[src/ctbd_pkg.sv]
`default_nettype none

package ctbd_pkg;

    localparam int COUNT_BITS  = 16;
    localparam int THR_BITS    = 16;
    localparam int SUM_BITS    = ((COUNT_BITS > THR_BITS) ? COUNT_BITS : THR_BITS) + 1;
    localparam int CFG_DATA_W  = 16;

    localparam logic [THR_BITS-1:0] THR_RESET = THR_BITS'(2500);

    typedef enum logic [0:0] {
        CFG_KEY_THRESHOLD  = 1'b0,
        CFG_SECOND_ENABLED = 1'b1
    } t_cfg_index;

    typedef enum logic [2:0] {
        PH_INIT          = 3'd0,
        PH_WAIT_PRESS    = 3'd1,
        PH_PRESS_CHECK   = 3'd2,
        PH_WAIT_RELEASE  = 3'd3,
        PH_RELEASE_CHECK = 3'd4
    } t_phase;

    typedef struct packed {
        t_phase                  phase;
        logic [COUNT_BITS-1:0]   baseline;
    } t_btn_state;

    typedef struct packed {
        t_btn_state              next;
        logic                    press;
        logic                    release_ev;
    } t_btn_result;

endpackage

`default_nettype wire

[src/ctbd_update.sv]
`default_nettype none

module ctbd_update (
    input  wire ctbd_pkg::t_btn_state                 i_cur,
    input  wire logic [ctbd_pkg::COUNT_BITS-1:0]      i_count,
    input  wire logic [ctbd_pkg::THR_BITS-1:0]        i_threshold,
    output ctbd_pkg::t_btn_result                     o_result
);
    import ctbd_pkg::*;

    logic [COUNT_BITS-1:0] base;
    logic [SUM_BITS-1:0]   base_x;
    logic [SUM_BITS-1:0]   cnt_x;
    logic [SUM_BITS-1:0]   thr_x;

    logic                  p_lt;
    logic [SUM_BITS-1:0]   p_lim;
    logic [COUNT_BITS-1:0] p_clamp;
    logic [COUNT_BITS-1:0] p_base;
    logic [COUNT_BITS-1:0] p_delta;
    logic                  p_hit;

    logic                  r_gt;
    logic [SUM_BITS-1:0]   r_lim;
    logic [COUNT_BITS-1:0] r_clamp;
    logic [COUNT_BITS-1:0] r_base;
    logic [COUNT_BITS-1:0] r_delta;
    logic                  r_hit;

    t_phase                n_phase;

    function automatic logic [COUNT_BITS-1:0] drift(input logic [COUNT_BITS-1:0] x);
        drift = (x == '0) ? x : x - COUNT_BITS'(1);
    endfunction

    assign base   = i_cur.baseline;
    assign base_x = SUM_BITS'(base);
    assign cnt_x  = SUM_BITS'(i_count);
    assign thr_x  = SUM_BITS'(i_threshold);

    // falling side: clamp count to baseline + threshold
    assign p_lt    = base < i_count;
    assign p_lim   = base_x + thr_x;
    assign p_clamp = (cnt_x > p_lim) ? p_lim[COUNT_BITS-1:0] : i_count;
    assign p_base  = p_lt ? ((base >> 1) + (p_clamp >> 1)) : base;
    assign p_delta = base - i_count;
    assign p_hit   = !p_lt && (SUM_BITS'(p_delta) > thr_x);

    // rising side: clamp count to baseline - threshold
    assign r_gt    = base > i_count;
    assign r_lim   = thr_x + cnt_x;
    assign r_clamp = (base_x > r_lim) ? COUNT_BITS'(base_x - thr_x) : i_count;
    assign r_base  = r_gt ? ((base >> 1) + (r_clamp >> 1)) : base;
    assign r_delta = i_count - base;
    assign r_hit   = !r_gt && (SUM_BITS'(r_delta) > thr_x);

    always_comb begin
        case (i_cur.phase)
            PH_WAIT_PRESS:    n_phase = (base != '0 && p_hit) ? PH_PRESS_CHECK : PH_WAIT_PRESS;
            PH_PRESS_CHECK:   n_phase = p_hit ? PH_WAIT_RELEASE : PH_WAIT_PRESS;
            PH_WAIT_RELEASE:  n_phase = r_hit ? PH_RELEASE_CHECK : PH_WAIT_RELEASE;
            PH_RELEASE_CHECK: n_phase = r_hit ? PH_WAIT_PRESS : PH_WAIT_RELEASE;
            default:          n_phase = PH_WAIT_PRESS;
        endcase
    end

    always_comb begin
        o_result.next.phase = n_phase;
        o_result.press      = 1'b0;
        o_result.release_ev = 1'b0;
        case (i_cur.phase)
            PH_WAIT_PRESS: begin
                if (base == '0) begin
                    o_result.next.baseline = i_count;
                end else if (p_hit) begin
                    o_result.next.baseline = p_base;
                end else begin
                    o_result.next.baseline = drift(p_base);
                end
            end
            PH_PRESS_CHECK: begin
                o_result.next.baseline = p_base;
                o_result.press         = p_hit;
            end
            PH_WAIT_RELEASE: begin
                o_result.next.baseline = r_hit ? r_base : drift(r_base);
            end
            PH_RELEASE_CHECK: begin
                o_result.next.baseline = r_hit ? r_base : drift(r_base);
                o_result.release_ev    = r_hit;
            end
            default: begin
                o_result.next.baseline = '0;
            end
        endcase
    end

endmodule

`default_nettype wire

[src/cap_touch_button_detector_unit.sv]
`default_nettype none

// Channel   Dir  Handshake                 Payload
// in        in   i_in_valid / o_in_ready   i_sample_count
// out       out  o_out_valid / i_out_ready o_button_id, o_press_event, o_release_event,
//                                          o_baseline_level, o_detector_state
// cfg       in   i_cfg_valid / o_cfg_ready i_cfg_index, i_cfg_data
//
// One sample per cycle sustained while the output is not stalled. A sample in the input
// register moves on to the result register once that register is free or being drained.
// The detector update runs between the two registers and writes the button state
// in the same cycle, so each sample sees the state that earlier samples left for its button.
// Reset is synchronous; it clears the valid flags and both buttons' state, sets the
// threshold to THR_RESET and disables the second button; no clearing pass.
// A stalled result holds the result register; the input register takes at most one
// more sample, then o_in_ready drops until the result transfer.

module cap_touch_button_detector_unit (
    input  wire logic                                i_clk,
    input  wire logic                                i_rst_n,
    input  wire logic                                i_in_valid,
    output logic                                     o_in_ready,
    input  wire logic [ctbd_pkg::COUNT_BITS-1:0]     i_sample_count,
    output logic                                     o_out_valid,
    input  wire logic                                i_out_ready,
    output logic                                     o_button_id,
    output logic                                     o_press_event,
    output logic                                     o_release_event,
    output logic [ctbd_pkg::COUNT_BITS-1:0]          o_baseline_level,
    output logic [2:0]                               o_detector_state,
    input  wire logic                                i_cfg_valid,
    output logic                                     o_cfg_ready,
    input  wire logic [0:0]                          i_cfg_index,
    input  wire logic [ctbd_pkg::CFG_DATA_W-1:0]     i_cfg_data
);
    import ctbd_pkg::*;

    logic                  r_in_valid;
    logic [COUNT_BITS-1:0] r_in_count;
    logic                  r_out_valid;
    logic                  r_out_id;
    logic                  r_out_press;
    logic                  r_out_release;
    logic [COUNT_BITS-1:0] r_out_base;
    t_phase                r_out_phase;

    logic [THR_BITS-1:0]   r_threshold;
    logic                  r_second_en;
    t_btn_state            r_btn [2];
    logic                  r_served;

    logic                  adv;
    logic                  sel;
    logic                  n_served;
    t_btn_result           upd;
    logic                  cfg_wr;

    assign adv         = r_in_valid && (!r_out_valid || i_out_ready);
    assign o_in_ready  = !r_in_valid || adv;
    assign o_cfg_ready = 1'b1;
    assign cfg_wr      = i_cfg_valid;
    assign sel         = r_served & r_second_en;
    assign n_served    = !sel && r_second_en;

    ctbd_update u_update (
        .i_cur       (r_btn[sel]),
        .i_count     (r_in_count),
        .i_threshold (r_threshold),
        .o_result    (upd)
    );

    always_ff @(posedge i_clk) begin
        if (!i_rst_n) begin
            r_in_valid <= 1'b0;
        end else if (o_in_ready) begin
            r_in_valid <= i_in_valid;
        end
        if (o_in_ready && i_in_valid) begin
            r_in_count <= i_sample_count;
        end
    end

    always_ff @(posedge i_clk) begin
        if (!i_rst_n) begin
            r_out_valid <= 1'b0;
        end else if (adv) begin
            r_out_valid <= 1'b1;
        end else if (i_out_ready) begin
            r_out_valid <= 1'b0;
        end
        if (adv) begin
            r_out_id      <= sel;
            r_out_press   <= upd.press;
            r_out_release <= upd.release_ev;
            r_out_base    <= upd.next.baseline;
            r_out_phase   <= upd.next.phase;
        end
    end

    always_ff @(posedge i_clk) begin
        if (!i_rst_n) begin
            r_threshold <= THR_RESET;
            r_second_en <= 1'b0;
            r_served    <= 1'b0;
            r_btn[0]    <= '{phase: PH_INIT, baseline: '0};
            r_btn[1]    <= '{phase: PH_INIT, baseline: '0};
        end else begin
            if (adv) begin
                r_btn[sel] <= upd.next;
                r_served   <= n_served;
            end
            if (cfg_wr) begin
                case (t_cfg_index'(i_cfg_index))
                    CFG_KEY_THRESHOLD: r_threshold <= i_cfg_data[THR_BITS-1:0];
                    CFG_SECOND_ENABLED: begin
                        r_second_en <= i_cfg_data[0];
                        if (!i_cfg_data[0]) begin
                            r_btn[1].phase <= PH_INIT;
                        end
                    end
                    default: ;
                endcase
            end
        end
    end

    assign o_out_valid      = r_out_valid;
    assign o_button_id      = r_out_id;
    assign o_press_event    = r_out_press;
    assign o_release_event  = r_out_release;
    assign o_baseline_level = r_out_base;
    assign o_detector_state = r_out_phase;

    a_event_excl: assert property (@(posedge i_clk) disable iff (!i_rst_n)
        o_out_valid |-> !(o_press_event && o_release_event))
        else $error("press and release reported together");

    a_press_phase: assert property (@(posedge i_clk) disable iff (!i_rst_n)
        (o_out_valid && o_press_event) |-> (o_detector_state == PH_WAIT_RELEASE))
        else $error("press without move to wait release");

    a_release_phase: assert property (@(posedge i_clk) disable iff (!i_rst_n)
        (o_out_valid && o_release_event) |-> (o_detector_state == PH_WAIT_PRESS))
        else $error("release without move to wait press");

    a_single_button: assert property (@(posedge i_clk) disable iff (!i_rst_n)
        (adv && !r_second_en) |=> (o_out_valid && !o_button_id))
        else $error("second button served while disabled");

endmodule

`default_nettype wire
[config.mk]
export PLATFORM = sky130hd
export DESIGN_NAME = cap_touch_button_detector_unit
export DESIGN_NICKNAME = d
export VERILOG_FILES = /design/src/ctbd_pkg.sv /design/src/ctbd_update.sv /design/src/cap_touch_button_detector_unit.sv
export SDC_FILE = /design/constraint.sdc
export NUM_CORES = 1
export LEC_CHECK = 0
export BUFFER_PORTS_ARGS = -buffer_cell sky130_fd_sc_hd__buf_4
export CORE_MARGIN = 8
export CORE_UTILIZATION = 50
export DETAILED_ROUTE_END_ITERATION = 6
export PLACE_DENSITY = 0.75
export SLEW_MARGIN = 40
export SYNTH_ARGS = -nofsm -noshare
export SYNTH_HDL_FRONTEND = slang
export SYNTH_SLANG_ARGS = --single-unit
[constraint.sdc]
create_clock -name i_clk -period 8.1 [get_ports i_clk]
set_input_delay 0.405 -clock i_clk [delete_from_list [all_inputs] [get_ports i_clk]]
set_output_delay 0.405 -clock i_clk [all_outputs]
set_load 0.03 [all_outputs]
==> flow_summary.toml <==
[worst_setup_path]
worst-setup-path-type = "register to register"
worstPathRequired_ns = 8.22
startpoint_type = "register"
max_stage_delay_ns = 0.56
path_delay_family = "compound AO/OA/AOI/OAI gates"
crit_buf_inv = 6
path_max_fanout = 5
arrival_ns = 8.07
worst_setup_path_end_kind = "register"
crit_top_cell = "ha_1"
critPathSlowestCell = "or4_4"

[detailed_routing]
num_vias = 13060
drtPass1Iterations = 5
remaining_drc_errors = 0
ant_nets = 0
vias_per_cell = 6.213
wl_per_cell_um = 22.67
routed_wl_um = 47660
first_iter_violations = 1390

[logic_synthesis]
synth.cell_area_mm2 = 0.01248
syn-num-nets = 1735
yosysMostFrequentCell = "ha_1"
ys_ff_latch = 96
synth_top_area_share_pct = 17.56
synth_common_cells = "ha_1 (173), nand2_1 (121), nor2_1 (121)"
ys.flop_type = "edfxtp_1"
ys_async_sr_fraction_pct = 0
synth_cell_types = 90
syn_inst = 1517
yosys_warnings = 0
synth_edf_count = 73
synth_area_per_cell_um2 = 8.228
synth_largest_area_cell = "edfxtp_1"
yosysSeqAreaShare_pct = 21.25
synth.area.top_cells = "edfxtp_1 (18%), ha_1 (17%), xnor2_1 (4.4%)"

[run_status]
outcome = "complete, no violations"

[clock_network]
ctsHoldBuffers = 0
htreeDepth = 3
cts_tree = "built"
insertion_delay_ns = 0.38
clkTransAtPathRegs_ns = 0.09
clockBufferDepth = 2
cts_buffers = 9
clock_tree.root_cell = "clkbuf_16"
cts_sinks = 96

[sta]
slew_viol_final = 0
max_freq_ghz = 0.1257
fin_tns_setup_ns = 0
slew_headroom_pct = 45.65
hold_viol = 0
finalSetupViolCount = 0
setup_slack_ns = 0.1441
fin_worst_skew_ns = 0.02167
fin_crit_sh_pct = 98.22
tightestPinTransition_ns = 0.8136
rsz0062_at_grt = "true"
finalCriticalPeriod_ns = 7.956
hold_ws_ns = 0.1948

[layout]
fin_cells = 2102
nNetsFinal = 1984
area_growth_pct = 27.20
fillers = 2152
fin_util_pct = 63.97
final_area_mm2 = 0.01588
drive_above_1_share_pct = 26.09
multiInputGateArea_mm2 = 0.009858
final-seq-area_mm2 = 0.002655

[worst_hold_path]
hold_class = "input pin to register"

[placement]
place_ws_ns = -0.6559
dp.cells = 2067
port_buffers = 61
dp_hpwl_um = 38700
gp_congestion = 1.029
place_area_mm2 = 0.01478

[pwr]
power_leakage_nw = 6.958
total_power_mw = 3.198
p_per_area_mw_per_mm2 = 201.5
peakVddDrop_mv = 0.1228

[global_route]
track_usage_pct = 30.07
grt_max_degree = 30
grt_pass1_vias = 12211
grt_remaining_overflow = 0
grt_pass1_wl_um = 71370
antenna_found_initial = 0

[floorplan]
die_w_um = 174
initial_utilization_pct = 50.29
ioPinCount = 63
die-height_um = 174
num_rows = 58
coreArea_mm2 = 0.02482
die_area_mm2 = 0.03028

[flow_run]
drv_cap = 0
[cell usage in the layout, fill, tap and decap left out, types with 9 or more instances in the layout]
master     count
a211oi_1      13
a31oi_1       15
or3_1         17
nor3_1        37
nand2_1      118
nand3_1       30
mux2i_1       36
a21oi_2       14
nor4_1        11
a21oi_1       87
a21o_1        33
mux2_2        13
o21bai_1       9
o21ai_0       74
and3_1        12
buf_6         10
ha_1         162
o21a_1        24
dfxtp_1       21
clkbuf_16      9
nor2_1       118
o211ai_1      15
nand2b_1      17
xnor2_1       61
nor2b_1       34
buf_4        282
xor2_1        35
edfxtp_1      73
nand4_1       25
and2_1        11
inv_1        105
a21boi_0      16
[flip-flops by register name, summed over array words and instances (netlist names)]
name and flops:
o_out_valid 1, o_baseline_level 16, o_detector_state 3, o_release_event 1
r_in_valid 1, r_btn 38, r_threshold 16, r_in_count 16
r_served 1, o_button_id 1, o_press_event 1, r_second_en 1
[cell type report]
cell class	instances	area share (%)
Multi-Input combinational cell	1258	62.09
Sequential cell	96	16.72
Timing Repair Buffer	292	14.04
Tap cell	330	2.601
Inverter	109	2.593
Clock buffer	9	1.419
Clock inverter	7	0.5123
Antenna cell	1	0.01576
[power by group]
group | total [mW] | switching (mW) | internal (mW)
logic | 2.13 | 1.19 | 0.931
registers | 0.593 | 0.0249 | 0.568
clock network | 0.480 | 0.258 | 0.222
[what timing repair did]
action                     CTS  global route
resized for setup           43           105
setup endpoints to repair   48            48
buffers inserted             5            13
pin swaps                   18            64
[worst paths after layout]
kind	start	endpoint	slack [ns]	cells after the start
max	r_second_en$_SDFFE_PN0P_	r_btn[1][7]$_SDFFCE_PN0P_	0.14	35
min	i_sample_count[9]	r_in_count[9]$_DFFE_PP_	0.19	1
max reg2reg	r_second_en$_SDFFE_PN0P_	r_btn[1][7]$_SDFFCE_PN0P_	0.14	35
min reg2reg	r_btn[1][17]$_SDFFE_PP0P_	r_btn[1][17]$_SDFFE_PP0P_	0.51	2
[worst register-to-register path, delay by kind of cell, from the launching register on]
kind	cells	cell delay, ns
fa+ha+maj	3	1.00
xor+xnor	2	0.47
mux	4	0.94
compound gates	14	2.74
simple gates	6	1.47
flops	1	0.34
buf+inv	6	0.75
[cell families after synthesis]
family,Yosys count,share of synthesized area (%)
AOI/OAI and AO/OA,430,23.84
other,1,0.03004
muxes,60,5.002
xor gates and xnor gates,99,6.947
DFF,96,21.25
adders and majority gates,180,18.46
buffers and inverters,163,5.062
and+or+nand+nor,488,19.41
[routing by layer]
| layer | wire length (um) | share of wire [%] | track usage [%] |
|---|---|---|---|
| met1 | 21070 | 44 | 41.87 |
| met4 | 2156 | 4.5 | 13.04 |
| met2 | 20870 | 44 | 46.03 |
| met5 | 0 | 0 | 0 |
| met3 | 3559 | 7.5 | 3.732 |
Note: power is estimated with default switching activity, not from simulation.
